==> src/hw/rtl/kli_pkg.sv <==
// Shared types and constants for the keyframe linear interpolator.
`default_nettype none

package kli_pkg;

    localparam int LANES     = 3;
    localparam int DIV_BITS  = 33;
    localparam int DIV_CNT_W = 6;
    localparam logic [15:0] STEPS_RESET = 16'd100;

    typedef logic signed [31:0] t_q16;
    typedef logic [LANES-1:0][31:0] t_vec3;

    typedef enum logic [2:0] {
        CMD_LOAD  = 3'd0,
        CMD_PLAY  = 3'd1,
        CMD_PAUSE = 3'd2,
        CMD_STOP  = 3'd3,
        CMD_RESET = 3'd4,
        CMD_TICK  = 3'd5
    } t_cmd;

    typedef enum logic [1:0] {
        REG_STEPS = 2'd0,
        REG_LOOP  = 2'd1,
        REG_KEYS  = 2'd2
    } t_reg;

    typedef struct packed {
        logic        done;
        logic [31:0] quot;
    } t_lane_res;

endpackage

`default_nettype wire

==> src/hw/rtl/kli_div_lane.sv <==
// One divider lane: signed by unsigned restoring division, one quotient bit per cycle.
`default_nettype none

module kli_div_lane import kli_pkg::*; (
    input  logic                       i_clk,
    input  logic                       i_rst_n,
    input  logic                       i_start,
    input  logic signed [DIV_BITS-1:0] i_dividend,
    input  logic [15:0]                i_divisor,
    output t_lane_res                  o_res
);

    logic                 r_busy;
    logic                 r_done;
    logic                 r_neg;
    logic [DIV_CNT_W-1:0] r_cnt;
    logic [DIV_BITS-1:0]  r_dvd;
    logic [15:0]          r_rem;

    logic [DIV_BITS-1:0]  mag;
    logic [DIV_BITS-1:0]  qs;
    logic [16:0]          trial;
    logic [16:0]          diff;
    logic                 fits;

    assign mag   = i_dividend[DIV_BITS-1] ? (~i_dividend + DIV_BITS'(1)) : i_dividend;
    assign trial = {r_rem, r_dvd[DIV_BITS-1]};
    assign fits  = trial >= {1'b0, i_divisor};
    assign diff  = trial - {1'b0, i_divisor};
    assign qs    = r_neg ? (~r_dvd + DIV_BITS'(1)) : r_dvd;

    assign o_res.done = r_done;
    assign o_res.quot = qs[31:0];

    always_ff @(posedge i_clk) begin
        if (!i_rst_n) begin
            r_busy <= 1'b0;
            r_done <= 1'b0;
        end else begin
            r_done <= 1'b0;
            if (i_start) begin
                r_busy <= 1'b1;
            end else if (r_busy && r_cnt == DIV_CNT_W'(1)) begin
                r_busy <= 1'b0;
                r_done <= 1'b1;
            end
        end
    end

    always_ff @(posedge i_clk) begin
        if (i_start) begin
            r_dvd <= mag;
            r_rem <= 16'd0;
            r_neg <= i_dividend[DIV_BITS-1];
            r_cnt <= DIV_CNT_W'(DIV_BITS);
        end else if (r_busy) begin
            r_dvd <= {r_dvd[DIV_BITS-2:0], fits};
            r_rem <= fits ? diff[15:0] : trial[15:0];
            r_cnt <= r_cnt - DIV_CNT_W'(1);
        end
    end

endmodule

`default_nettype wire

==> config.mk <==
export PLATFORM = sky130hd
export DESIGN_NAME = kli_div_lane
export DESIGN_NICKNAME = d
export VERILOG_FILES = /design/src/hw/rtl/kli_pkg.sv /design/src/hw/rtl/kli_div_lane.sv
export SDC_FILE = /design/constraint.sdc
export NUM_CORES = 1
export LEC_CHECK = 0
export BUFFER_PORTS_ARGS = -buffer_cell sky130_fd_sc_hd__buf_4
export CAP_MARGIN = 40
export CORE_MARGIN = 5
export CORE_UTILIZATION = 51
export DETAILED_ROUTE_END_ITERATION = 6
export GPL_ROUTABILITY_DRIVEN = 0
export HOLD_SLACK_MARGIN = 0.02
export MAX_ROUTING_LAYER = met4
export PLACE_DENSITY = 0.74
export SKIP_LAST_GASP = 1
export SLEW_MARGIN = 5
export SYNTH_ARGS = -nofsm -noshare
export SYNTH_HDL_FRONTEND = slang
export SYNTH_SLANG_ARGS = --single-unit
==> constraint.sdc <==
create_clock -name i_clk -period 2.15 [get_ports i_clk]
set_clock_uncertainty 0.2 [all_clocks]
set_input_delay 0.1075 -clock i_clk [delete_from_list [all_inputs] [get_ports i_clk]]
set_output_delay 0.1075 -clock i_clk [all_outputs]
set_load 0.02 [all_outputs]
Word-level counts from Yosys, hierarchy flattened. Index checks and enable logic that the tools add are counted.

$add $sub $neg: 4. $mul: 0. Div/mod/pow operators: 0. Magnitude comparators: 1. Equal/unequal tests: 1. Shift operators: 0. Multiplexer cells: 8. Bitwise gates (word level): 3. Reductions and logical operators: 4.

Operators with widths (number): 2-to-1 mux 33 bit (3); adder 33 x 2 -> 33 bit, second input constant (1); inverter 33 bit (1); adder 32 x 1 -> 32 bit, second input constant (1); 2-to-1 mux 32 bit (1); inverter 32 bit (1); >= comparator 17 x 16 -> 1 bit (1); 2-to-1 mux 16 bit (1); subtractor 16 bit (1); equality test 6 x 1 -> 1 bit, second input constant (1); subtractor 6 x 1 -> 6 bit, second input constant (1); nonzero test 2 bit (2); 2-to-1 mux 1 bit (3); OR reduction 2 bit (1); logical AND 1 bit (1); inverter 1 bit (1).

Register bits after elaboration: 58. Bits in latches: 0. Bits in writable memories: 0. Bits in read-only memories: 0. Output and inout port bits: 33. Logic and storage cells: 27. Memories: 0.

Logic depth before layout (Yosys ltp).
Word-level depth: 4. Depth in mapped cells: 12.

Least setup slack after synthesis. Ideal clock, no wire load.

Kind: register -> output. From: register r_dvd[17]. To: output port o_res[27] (netlist name). Arrival time: 2.217 ns. Data required time: 1.842 ns. Slack: -0.374 ns. Stages on the path, launching flop included: 7. Buffers on the path: 0. Cells stage by stage: edfxtp_1 or4_4 nor4_4 nand2b_1 or3_4 o41ai_4 xnor2_1.

RTL lines: start, declared (line kli_div_lane.sv:17) `logic [DIV_BITS-1:0] r_dvd;`; start signal, assigned (line kli_div_lane.sv:52) `r_dvd <= mag;`; start signal, assigned (line kli_div_lane.sv:57) `r_dvd <= {r_dvd[DIV_BITS-2:0], fits};`; end, declared (line kli_div_lane.sv:10) `output t_lane_res o_res`.

==> flow_metrics.env <==
export IMPL_sw_frac_of_total=0.354
export IMPL_syn_avg_cell_area_um2=8.63
export IMPL_nNetsFinal=850
export IMPL_cts_tree="yes"
export IMPL_r2r_cells=9
export IMPL_p_comb_frac=0.383
export IMPL_io_buffers=84
export IMPL_routed_wl_um=20800
export IMPL_powerDensity_nw_per_um2=535
export IMPL_drc_errors=0
export IMPL_hold_class="in -> reg"
export IMPL_dr_first_iter_drc_count=626
export IMPL_utilization=0.886
export IMPL_setup_viol=50
export IMPL_drive_gt1_frac=0.485
export IMPL_finalCritPeriodShare=1.44
export IMPL_num_io_pins=85
export IMPL_whs_path_depth=3
export IMPL_rsz0062_at_grt="yes"
export IMPL_clock_sinks=58
export IMPL_dr_total_vias=5694
export IMPL_syn_cell_area_um2=4630
export IMPL_slew_headroom=0.611
export IMPL_ys_async_sr_fraction=0
export IMPL_die_w_um=105
export IMPL_syn_inst=537
export IMPL_drv_cap=0
export IMPL_pwr_share_clk=0.287
export IMPL_placed_cells=831
export IMPL_viasPerCell=6.40
export IMPL_antenna_found_initial=0
export IMPL_rr_endpoint="r_rem[0]"
export IMPL_seq_power_share=0.330
export IMPL_p_switching_mw=1.48
export IMPL_ff_latch_area_um2=1510
export IMPL_reg2reg_from="r_rem[11]"
export IMPL_cts_made_buffers=9
export IMPL_synth_cell_types=56
export IMPL_cts_htree_levels=3
export IMPL_yosys_warnings=0
export IMPL_antenna_left=0
export IMPL_min_period_ns=3.10
export IMPL_r2r_slack_ns=-0.40
export IMPL_grt_pass1_vias=5380
export IMPL_start_util=0.526
export IMPL_first_pass_iters=6
export IMPL_clk_pin_slew_worst_paths_ns=0.08
export IMPL_violations="setup timing"
export IMPL_worst_setup_path_type="reg -> out"
export IMPL_required_ns=1.84
export IMPL_synth_edf_count=34
export IMPL_area_growth_syn_to_layout_pct=68.3
export IMPL_syn_nets=610
export IMPL_routedWlPerCell_um=23.3
export IMPL_hpwl_um=10600
export IMPL_std_cell_rows=34
export IMPL_core_um2=8810
export IMPL_critPathArrivalTime_ns=2.80
export IMPL_die_area_um2=11100
export IMPL_die_h_um=105
export IMPL_crit_path_end_kind="primary output"
export IMPL_critPathLaunchType="flip-flop"
export IMPL_fmax_ghz=0.322
export IMPL_n_fill_cell=347
export IMPL_grt_pass1_wl_um=26700
export IMPL_peakVddDrop_uv=353
export IMPL_p_int_mw=2.70
export IMPL_track_usage=0.303
export IMPL_outcome="complete, but fails checks"
export IMPL_fin_cells=890
export IMPL_cellLeakagePower_nw=3.34
export IMPL_critPathSlowestCell="or4_4"
export IMPL_hold_end="r_dvd[13]"
export IMPL_multi_input_area_um2=3750
export IMPL_hold_start="i_dividend[13]"
export IMPL_antenna_cells=0
export IMPL_cp_max_fo=5
export IMPL_finalHoldViolations=0
export IMPL_ys_ff_latch=58
export IMPL_max_stage_delay_ns=0.54
export IMPL_cts_path_max_buffers=2
export IMPL_synth_seq_area_share=0.324
export IMPL_fin_tns_setup_ns=-24.23
export IMPL_worst_slack_ns=-0.954
export IMPL_drv_slew=0
export IMPL_insertion_delay_ns=0.36
export IMPL_grt_max_degree=34
export IMPL_grt_overflow=0
export IMPL_crit_chain="or4_4 -> nor4_4 -> nand2b_1 -> or3_4 -> o41ai_4 -> xnor2_2 -> buf_4"
export IMPL_cts_root_buffer="clkbuf_8"
export IMPL_ys_flop_type="edfxtp_1"
export IMPL_worst_pin_slew_ns=0.575
[critical path: cells and delay by family, from the launching register on]
family / cells / cell delay (ns)
flip-flops: 1 / 0.41
AND/OR/NAND/NOR: 4 / 1.47
buffers and inverters: 1 / 0.15
AO/OA/AOI/OAI: 1 / 0.27
XOR/XNOR: 1 / 0.14
[kinds of logic (layout without fill, tap and decap cells)]
kind of cell	Yosys count	after routing	synth area share
adder cells (fa/ha/maj)	21	21	0.0583
AND/OR/NAND/NOR	178	178	0.197
buffers and inverters	54	299	0.0459
multiplexers	9	9	0.0205
flip-flops	58	58	0.324
AO/OA/AOI/OAI	141	141	0.211
XOR/XNOR	76	76	0.144
[worst max path at each step]
stage                         start        end  depth (start not counted)
after global placement     r_dvd[4]  o_res[26]                          8
final                     r_dvd[13]  o_res[27]                          7
after detailed placement   r_dvd[4]  o_res[20]                          8
after global routing      r_dvd[13]  o_res[27]                          7
after CTS                  r_dvd[4]  o_res[20]                          8
after floorplan            r_dvd[4]  o_res[16]                          7
[flip-flops by register name, indices dropped and copies added, names as in the netlist]
name    count
r_dvd      33
r_rem      16
r_cnt       6
r_busy      1
r_done      1
r_neg       1
[through the flow]
step	hold WS (ns)	total power, mW	worst slack (ns)	area (µm²)
floorplan	0.00637	2.10	-0.353	4870
global placement	0.137	2.65	-0.483	6470
detailed placement	0.137	2.69	-0.638	6470
CTS	0.0336	3.91	-0.912	7360
global route	0.0753	4.29	-1.07	7800
finish	0.0308	4.17	-0.954	7800
[per-layer routing]
| metal | track usage | part of all wire | wire length (µm) |
|---|---|---|---|
| met4 | 0.128 | 0.065 | 1340 |
| met3 | 0.0599 | 0.10 | 2170 |
| met1 | 0.352 | 0.36 | 7410 |
| met2 | 0.510 | 0.47 | 9840 |
| met5 | - | 0 | 0 |
[synth_stat cells (4+ instances only)]
cell      instances  share of area
nor2_1           50          0.041
nand2_1          49          0.040
a21oi_1          42          0.045
xnor2_1          40          0.076
xor2_1           36          0.068
edfxtp_1         34           0.22
inv_1            27          0.022
dfxtp_1          24           0.10
o21ai_0          23          0.025
nand3_1          21          0.023
ha_1             20          0.054
o31ai_1          18          0.029
clkbuf_1         17          0.014
nor2b_1           8          0.011
a21o_1            7          0.011
or3_1             7         0.0095
buf_1             6         0.0049
nand2b_1          6         0.0081
o21ai_1           6         0.0065
or4_1             6         0.0097
a211oi_1          5         0.0081
a32oi_1           5         0.0095
mux2i_1           5          0.011
nor4_1            5         0.0068
o41ai_1           5         0.0095
mux2_2            4         0.0097
nor3_1            4         0.0043
o31ai_2           4          0.011
[power by group through the flow]
stage                     combinational (mW)  sequential, mW  clock, mW
after floorplan                        0.689            1.41          0
after global routing                    1.68            1.38       1.23
final                                   1.60            1.38       1.20
after detailed placement                1.31            1.39          0
after CTS                               1.41            1.37       1.14
after global placement                  1.27            1.38          0
[final cells by class]
class	instances	area share
clock buffer	13	0.0273
clock inverter	3	0.00273
inverter	27	0.0135
multi-input combinational	425	0.481
sequential	58	0.193
tap	108	0.0173
timing repair buffer	256	0.265
[cells in the final DEF (no fill, tap or decap), drive strengths merged, types with 3 or more instances in the layout]
cell	instances
buf	241
nor2	51
nand2	49
a21oi	42
xnor2	40
xor2	36
edfxtp	34
o21ai	30
inv	28
dfxtp	24
o31ai	23
nand3	21
ha	20
dlygate4sd3	15
clkbuf	13
or4	9
or3	9
nor2b	8
a21o	7
o41ai	7
nor4	7
nand2b	6
mux2i	5
a211oi	5
a32oi	5
nor3	4
mux2	4
or2	4
and3	3
o211ai	3
o21a	3
o311ai	3
[what timing repair did]
action | in CTS | in global routing
endpoints found under the setup margin | 44 | 53
resized for setup | 75 | 55
buffers inserted | 12 | 15
hold buffers | 15 | 0
endpoints found under the hold margin | 22 | 0
pin swaps | 30 | 32
cloned | 2 | 0
Power figures use the tool's default switching activity.
