### src/hw/rtl/kli_pkg.sv
// Shared types and constants for the keyframe linear interpolator.
`default_nettype none

package kli_pkg;

    localparam int LANES     = 3;
    localparam int DIV_BITS  = 33;
    localparam int DIV_CNT_W = 6;
    localparam logic [15:0] STEPS_RESET = 16'd100;

    typedef logic signed [31:0] t_q16;
    typedef logic [LANES-1:0][31:0] t_vec3;

    typedef enum logic [2:0] {
        CMD_LOAD  = 3'd0,
        CMD_PLAY  = 3'd1,
        CMD_PAUSE = 3'd2,
        CMD_STOP  = 3'd3,
        CMD_RESET = 3'd4,
        CMD_TICK  = 3'd5
    } t_cmd;

    typedef enum logic [1:0] {
        REG_STEPS = 2'd0,
        REG_LOOP  = 2'd1,
        REG_KEYS  = 2'd2
    } t_reg;

    typedef struct packed {
        logic        done;
        logic [31:0] quot;
    } t_lane_res;

endpackage

`default_nettype wire

### src/hw/rtl/kli_merge.sv
// Merge stage: collects the lane quotients into one increment vector.
`default_nettype none

module kli_merge import kli_pkg::*; (
    input  logic                  i_clk,
    input  logic                  i_rst_n,
    input  t_lane_res [LANES-1:0] i_res,
    input  logic                  i_div_zero,
    output logic                  o_valid,
    output t_vec3                 o_inc
);

    logic  r_valid;
    t_vec3 r_inc;
    logic  all_done;

    always_comb begin
        all_done = 1'b1;
        for (int i = 0; i < LANES; i++) begin
            all_done = all_done & i_res[i].done;
        end
    end

    always_ff @(posedge i_clk) begin
        if (!i_rst_n) begin
            r_valid <= 1'b0;
        end else begin
            r_valid <= all_done;
        end
    end

    always_ff @(posedge i_clk) begin
        if (all_done) begin
            for (int i = 0; i < LANES; i++) begin
                r_inc[i] <= i_div_zero ? 32'd0 : i_res[i].quot;
            end
        end
    end

    assign o_valid = r_valid;
    assign o_inc   = r_inc;

endmodule

`default_nettype wire

### config.mk
export PLATFORM = sky130hd
export DESIGN_NAME = kli_merge
export DESIGN_NICKNAME = d
export VERILOG_FILES = /design/src/hw/rtl/kli_pkg.sv /design/src/hw/rtl/kli_merge.sv
export SDC_FILE = /design/constraint.sdc
export NUM_CORES = 1
export LEC_CHECK = 0
export ABC_AREA = 0
export BUFFER_PORTS_ARGS = -buffer_cell sky130_fd_sc_hd__buf_2
export CAP_MARGIN = 20
export CORE_MARGIN = 4
export CORE_UTILIZATION = 40
export DETAILED_ROUTE_END_ITERATION = 10
export PLACE_DENSITY = 0.76
export SLEW_MARGIN = 20
export SYNTH_ARGS = -nofsm -noshare
export SYNTH_HDL_FRONTEND = slang
export SYNTH_SLANG_ARGS = --single-unit
### constraint.sdc
create_clock -name i_clk -period 2.56 [get_ports i_clk]
set_input_delay 0 -clock i_clk [delete_from_list [all_inputs] [get_ports i_clk]]
set_output_delay 0 -clock i_clk [all_outputs]
set_load 0.05 [all_outputs]
# After elaboration in Yosys (flattened, before gate mapping)
# Index checks and enable logic that the tools add are counted.
[classes]
addsub = 0
mul = 0
n_div = 0
magnitude_cmp = 0
eq_ne = 0
shifts = 0
n_mux = 0
bitwise = 2
reduce_logical = 0
[ops]
columns = ["cell", "n"]
rows = [
  ["1-bit bitwise AND", 2],
]
[totals]
register_bits = 97
latchBits = 0
ramBits = 0
rom_bits = 0
inputBits = 102
mem_count = 0

# Depth between registers and ports, before layout
# Gate-level depths: netlist of run 1.
[logic_depth]
depth_word = 2
depth_mapped = 3
ltp_nobuf = 1

# Worst setup path after synthesis of run 1
# Ideal clock, no wire load.
[synth_timing]
path_kind = "in2reg"
startpoint = "in i_res[98] (netlist name)"
endpoint = "reg r_inc (netlist bit o_inc[0]), enable pin"
setup_time_ns = 0.466
arrival_time_ns = 2.279
t_required_ns = 2.094
path_slack_ns = -0.185
path_stages = 1
path_buffers = 0
path_cell_list = "and3_1"
[synth_via]
elab_chain_len = 1
[synth_rtl]
columns = ["element", "line_no", "rtl"]
rows = [
  ["from (decl)", "kli_merge.sv:7", "input t_lane_res [LANES-1:0] i_res,"],
  ["1-bit bitwise AND", "kli_merge.sv:20", "all_done = all_done & i_res[i].done;"],
  ["to (signal, indexed assignment)", "kli_merge.sv:35", "r_inc[i] <= i_div_zero ? 32'd0 : i_res[i].quot;"],
  ["to (decl)", "kli_merge.sv:14", "t_vec3 r_inc;"],
]
# Every way passes these cells.
# A chain may end at the register's enable or synchronous reset.

# Final worst setup path of run 1
[layout_timing]
startpoint = "in i_res[65] (netlist name)"
endpoint = "reg r_inc (netlist bit o_inc[30]), enable pin"
[layout_via]
elab_chain_len = 2
[layout_rtl]
columns = ["element", "line_no", "rtl"]
rows = [
  ["1-bit bitwise AND (2 in series)", "kli_merge.sv:20", ""],
  ["via all_done", "kli_merge.sv:15", "logic all_done;"],
]
# The timed path passes the listed nets, and every way through them passes these cells.

==> flow_metrics.env, run 1 <==
export IMPL_status="finished, final reports clean"
export IMPL_synthArstFlopShare_pct=0
export IMPL_start_util_pct=41.2
export IMPL_worstHoldPathCells=2
export IMPL_synth_adder_area_share_pct=0
export IMPL_max_freq_mhz=637
export IMPL_cts_setup_buffers=0
export IMPL_critPathLaunchType="primary input"
export IMPL_slowest_stage="and3_4"
export IMPL_vdd_drop_max_v=0.000365
export IMPL_drv_cap=0
export IMPL_synthesis_area_um2=3600
export IMPL_setup_viol=0
export IMPL_core_area_um2=8720
export IMPL_cp_num_cells=4
export IMPL_ant_nets=0
export IMPL_path_cells="dlygate4sd3_1 > buf_2 > and3_4 > buf_12"
export IMPL_synth_top_family_by_area="simple AND/OR/NAND/NOR gates"
export IMPL_via_count=2703
export IMPL_p_switching_uw=917
export IMPL_yosysSeqAreaShare_pct=80.7
export IMPL_cts_resized=0
export IMPL_fin_crit_ns=1.57
export IMPL_nFillCells=613
export IMPL_timing_final_crit_share_pct=61.3
export IMPL_syn2layout_area_growth_pct=63.5
export IMPL_end_kind="register"
export IMPL_drv_slew=0
export IMPL_drive_above_1_share_pct=42.1
export IMPL_holdPathEnd="o_inc[65]"
export IMPL_synth_seq_cells=97
export IMPL_min_from="i_res[32]"
export IMPL_clock_power_share_pct=30.0
export IMPL_cts_sinks=97
export IMPL_drc=0
export IMPL_place_congestion=0.721
export IMPL_synth_cell_types=8
export IMPL_ys_warn_count=0
export IMPL_tightestPinTransition_ns=0.898
export IMPL_cts_tree="yes"
export IMPL_p_leak_uw=0.00227
export IMPL_arrival_ns=1.60
export IMPL_yosys_top_cells_count="edfxtp_1 (96), nor2b_1 (96), buf_2 (5)"
export IMPL_grt_start_max_net_pins=52
export IMPL_hold_violations=0
export IMPL_rsz0062_at_grt="false"
export IMPL_hold_class="in -> reg"
export IMPL_ys_flop_type="edfxtp_1"
export IMPL_busiest_layer="met2"
export IMPL_avgSynthCellArea_um2=17.5
export IMPL_dieWidth_um=103
export IMPL_wl_per_cell_um=15.5
export IMPL_cts_buffers=9
export IMPL_cts_path_max_buffers=2
export IMPL_synth_edf_count=96
export IMPL_syn_nets=307
export IMPL_firstDrtPassIters=4
export IMPL_critPathRequiredTime_ns=2.59
export IMPL_clkTransAtPathRegs_ns=0.09
export IMPL_maxSlewHeadroom_pct=40.1
export IMPL_seq_power_share_pct=52.2
export IMPL_cp_max_fo=51
export IMPL_port_buffers=198
export IMPL_place_area_um2=4690
export IMPL_p_sw_share_pct=26.0
export IMPL_path_class="in -> reg"
export IMPL_yosysTopAreaCell="edfxtp_1"
export IMPL_final_core_utilization_pct=67.4
export IMPL_via_per_inst=4.39
export IMPL_overflow=0
export IMPL_root_buffer="clkbuf_8"
export IMPL_netlist_area_leader_share_pct=80.2
export IMPL_yosys_area_share_simple_pct=17.1
export IMPL_synth_area_leaders="edfxtp_1 (80%), nor2b_1 (17%), buf_6 (1.3%)"
export IMPL_antenna_found_initial=0
export IMPL_drt_iter0_drc=53
export IMPL_place_hpwl_um=5850
export IMPL_powerDensity_nw_per_um2=601
export IMPL_combPwrFrac_pct=17.7
export IMPL_rows=34
export IMPL_layout_nets=606
export IMPL_cp_top_family="buffers and inverters"
export IMPL_slowest_delay_ns=0.57
export IMPL_dp_slack_ns=1.14
export IMPL_fin_setup_tns_ns=0
export IMPL_synth_mux_area_share_pct=0
export IMPL_grt_use_met2_pct=32.1
export IMPL_die_h_um=103
export IMPL_synth_xor_area_share_pct=0
export IMPL_h_tree_depth=3
export IMPL_diodes=0
export IMPL_ios=199
export IMPL_worst_slack_ns=0.990
export IMPL_grt_util_all_layers_pct=17.8
export IMPL_routed_wl_um=9560
export IMPL_synth_compound_area_share_pct=0
export IMPL_use_met3_pct=5.68
export IMPL_p_int_uw=2610
export IMPL_grt_util_met1_pct=19.5
export IMPL_grt_pass1_wl_um=13900
export IMPL_fp_dieArea_um2=10600
export IMPL_grt_pass1_vias=2864
export IMPL_crit_buf_inv=3
export IMPL_design_area_um2=5880
export IMPL_synthCells=205
[metal layers]
metal	routed length, µm	vias to the layer above
li1	-	1307
met1	3490	1254
met2	4990	127
met3	915	15
met4	167	0
met5	0	-
[registers in the layout, indices dropped and copies added (netlist names)]
name,count
o_valid,1
o_inc,96
[power by group through the flow]
stage          logic (µW)  clock network [µW]  registers [µW]
2_1_floorplan        92.0                   0            2140
3_3_place_gp          500                   0            1880
3_5_place_dp          508                   0            1880
4_1_cts               623                1090            1850
5_1_grt               663                1150            1850
6_report              626                1060            1840
[layout by cell type (no fill, tap or decap)]
cell type / Yosys / layout
and3_4: 0 / 1
edfxtp_1: 96 / 96
clkinv_1: 0 / 1
nor2b_1: 96 / 96
dfxtp_1: 1 / 1
bufinv_16: 0 / 2
buf_2: 5 / 198
inv_6: 0 / 1
clkbuf_8: 0 / 9
clkbuf_1: 0 / 1
and4_1: 1 / 1
buf_12: 0 / 2
clkinvlp_4: 0 / 1
dlygate4sd3_1: 0 / 98
[final cells by class]
class                           count  area [µm²]  share of cell area (%)
Clock buffer                       10         128                    2.17
Clock inverter                      5        80.1                    1.36
Multi-Input combinational cell     98         621                    10.6
Sequential cell                    97        2900                    49.4
Tap cell                          108         135                    2.30
Timing Repair Buffer              298        2010                    34.2
[how the worst max path moves through the flow]
stage	startpoint	endpoint	slack, ns
2_1_floorplan	i_res[98]	o_inc[0]	0.90
3_3_place_gp	i_res[98]	o_inc[53]	1.20
3_5_place_dp	i_res[98]	o_inc[38]	1.14
4_1_cts	i_res[65]	o_inc[36]	1.0
5_1_grt	i_res[65]	o_inc[36]	0.92
6_report	i_res[65]	o_inc[30]	0.99
[timing repair]
item                                    in CTS  in global routing
hold endpoints to repair                    97                  0
hold buffers                                98                  0
endpoints found under the setup margin       0                  0
[kinds of logic (layout without fill, tap and decap cells)]
group	count (synthesis)	in the layout
AND/OR/NAND/NOR	98	98
buffers and inverters	10	313
flip-flops	97	97
[per-stage QoR]
step,hold slack (ns),cells,power [µW]
2_1_floorplan,0.171,205,2230
3_3_place_gp,0.263,503,2380
3_5_place_dp,0.272,503,2390
4_1_cts,0.334,616,3560
5_1_grt,0.351,616,3670
6_report,0.338,616,3530
Note: power is estimated with default switching activity, not from simulation.
==> run 2, diff against run 1 <==
--- a/config.mk
+++ b/config.mk
@@ -5,13 +5,13 @@
 export SDC_FILE = /design/constraint.sdc
 export NUM_CORES = 1
 export LEC_CHECK = 0
-export ABC_AREA = 0
+export ABC_AREA = 1
 export BUFFER_PORTS_ARGS = -buffer_cell sky130_fd_sc_hd__buf_2
 export CAP_MARGIN = 20
 export CORE_MARGIN = 4
-export CORE_UTILIZATION = 40
+export CORE_UTILIZATION = 41
 export DETAILED_ROUTE_END_ITERATION = 10
-export PLACE_DENSITY = 0.76
+export PLACE_DENSITY = 0.77
 export SLEW_MARGIN = 20
 export SYNTH_ARGS = -nofsm -noshare
 export SYNTH_HDL_FRONTEND = slang
==> constraint.sdc (replaced) <==
create_clock -name i_clk -period 1.3 [get_ports i_clk]
set_input_delay 0 -clock i_clk [delete_from_list [all_inputs] [get_ports i_clk]]
set_output_delay 0 -clock i_clk [all_outputs]
set_load 0.05 [all_outputs]
==> flow_metrics.env, run 2 <==
export IMPL_status="finished, final reports clean"
export IMPL_yosysSeqAreaShare_pct=76.2
export IMPL_drv_slew=0
export IMPL_avgSynthCellArea_um2=12.5
export IMPL_drive_above_1_share_pct=37.5
export IMPL_overflow=0
export IMPL_setup_viol=0
export IMPL_critPathRequiredTime_ns=1.54
export IMPL_worstHoldPathCells=3
export IMPL_hold_class="in -> reg"
export IMPL_register_area_um2=2900
export IMPL_place_hpwl_um=5940
export IMPL_worstSetupEndpoint="o_valid"
export IMPL_synthesis_area_um2=3810
export IMPL_timing_final_crit_share_pct=83.3
export IMPL_cp_top_family="buffers and inverters"
export IMPL_slowest_stage="dlygate4sd3_1"
export IMPL_clkTransAtPathRegs_ns=0.09
export IMPL_vdd_drop_max_v=0.000534
export IMPL_max_freq_mhz=923
export IMPL_cts_buffers=9
export IMPL_path_cells="dlygate4sd3_1 > buf_2 > inv_1 > nor2_1 > dlygate4sd3_1"
export IMPL_ys_flop_type="edfxtp_1"
export IMPL_multi_input_area_um2=457
export IMPL_grt_start_max_net_pins=55
export IMPL_path_class="in -> reg"
export IMPL_port_buffers=198
export IMPL_synthArstFlopShare_pct=0
export IMPL_cts_path_max_buffers=2
export IMPL_drc=0
export IMPL_cts_resized=0
export IMPL_end_kind="register"
export IMPL_hold_slack_ns=0.000566
export IMPL_fp_dieArea_um2=10900
export IMPL_die_h_um=104
export IMPL_crit_top_cell="dlygate4sd3_1"
export IMPL_firstDrtPassIters=4
export IMPL_diodes=0
export IMPL_worst_slack_ns=0.217
export IMPL_h_tree_depth=3
export IMPL_dieWidth_um=104
export IMPL_fin_crit_ns=1.08
export IMPL_yosysMostFrequentCell="inv_1"
export IMPL_layout_commonest_cell="buf_2"
export IMPL_place_area_um2=4940
export IMPL_syn_nets=406
export IMPL_via_per_inst=4.36
export IMPL_drv_cap=0
export IMPL_synth_cell_types=9
export IMPL_synth_area_leaders="edfxtp_1 (76%), inv_1 (9.7%), nor2_1 (8.6%)"
export IMPL_design_area_um2=6080
export IMPL_ant_nets=0
export IMPL_nFillCells=604
export IMPL_cp_max_fo=1
export IMPL_tightestPinTransition_ns=0.263
export IMPL_powerDensity_nw_per_um2=1100
export IMPL_arrival_ns=1.32
export IMPL_hold_violations=0
export IMPL_ys_warn_count=0
export IMPL_core_area_um2=8890
export IMPL_yosys_top_cells_count="inv_1 (98), edfxtp_1 (96), nor2_1 (87)"
export IMPL_place_congestion=0.706
export IMPL_wl_per_cell_um=14.2
export IMPL_largest_reg_flops=96
export IMPL_syn2layout_area_growth_pct=59.6
export IMPL_cp_num_cells=5
export IMPL_slowest_delay_ns=0.55
export IMPL_cp_startpoint="i_rst_n"
export IMPL_rsz0062_at_grt="false"
export IMPL_via_count=3119
export IMPL_fin_setup_tns_ns=0
export IMPL_postCtsHoldBufs=97
export IMPL_final_core_utilization_pct=68.4
export IMPL_drt_iter0_drc=95
export IMPL_layout_nets=705
export IMPL_ios=199
export IMPL_cts_tree="yes"
export IMPL_grt_util_all_layers_pct=18.7
export IMPL_p_leak_uw=0.00277
export IMPL_rows=34
export IMPL_dp_slack_ns=0.372
export IMPL_routed_wl_um=10100
export IMPL_cts_setup_buffers=0
export IMPL_netlist_area_leader_share_pct=75.6
export IMPL_synth_edf_count=96
export IMPL_min_from="i_res[3]"
export IMPL_maxSlewHeadroom_pct=82.5
export IMPL_cts_sinks=97
export IMPL_grt_pass1_wl_um=16200
export IMPL_grt_pass1_vias=3420
export IMPL_synth_seq_cells=97
export IMPL_root_buffer="clkbuf_8"
export IMPL_antenna_found_initial=0
export IMPL_yosysTopAreaCell="edfxtp_1"
export IMPL_synthCells=304
export IMPL_critPathLaunchType="primary input"
export IMPL_final_cell_mix="buf_2 (197), inv_1 (97), dlygate4sd3_1 (97)"
export IMPL_start_util_pct=42.9
export IMPL_crit_buf_inv=4
## run 2: changes by cell type in the layout (fill, tap and decap cells not counted), moves of 2 or more
cell | before | now
inv_1 | 0 | 97
nor2b_1 | 96 | 0
nor2_1 | 0 | 87
nor2_4 | 0 | 10
buf_12 | 2 | 4
bufinv_16 | 2 | 0
clkinv_4 | 0 | 2
## run 2: worst min path at each step
stage                           to  slack, ns
final                     o_inc[3]     0.0006
after detailed placement   o_valid       0.23
after floorplan            o_valid       0.11
after global placement     o_valid       0.22
after CTS                 o_inc[3]     0.0003
after global routing      o_inc[3]       0.01
## run 2: final cells by class
| type | count | share of cell area, % |
|---|---|---|
| clock buffer | 9 | 2.04 |
| clock inverter | 7 | 0.761 |
| tap | 108 | 2.22 |
| multi-input combinational | 98 | 7.51 |
| timing repair buffer | 299 | 33.6 |
| inverter | 98 | 6.11 |
| sequential | 97 | 47.7 |
## run 2: cells by family (layout without fill, tap and decap cells)
family | Yosys count | after routing | synth area share [%]
buffers and inverters | 109 | 413 | 12.2
flip-flops | 97 | 97 | 76.2
AND/OR/NAND/NOR | 98 | 98 | 11.7
## run 2: power by group
part | internal, µW | switching [µW] | total [µW]
Clock | 694 | 1030 | 1730
Sequential | 3600 | 36.2 | 3630
Combinational | 475 | 837 | 1310
## run 2: metrics by stage
step	power, µW	std cells
after CTS	6720	716
final	6670	716
after detailed placement	4770	603
after global placement	4750	603
after global routing	6950	716
after floorplan	4440	304
## run 2: metal layers
metal,up-vias,global-route usage [%],wire (µm)
met5,-,0,0
met4,0,7.12,309
met3,28,7.57,985
met2,157,33.4,5120
met1,1432,19.5,3730
li1,1502,-,-
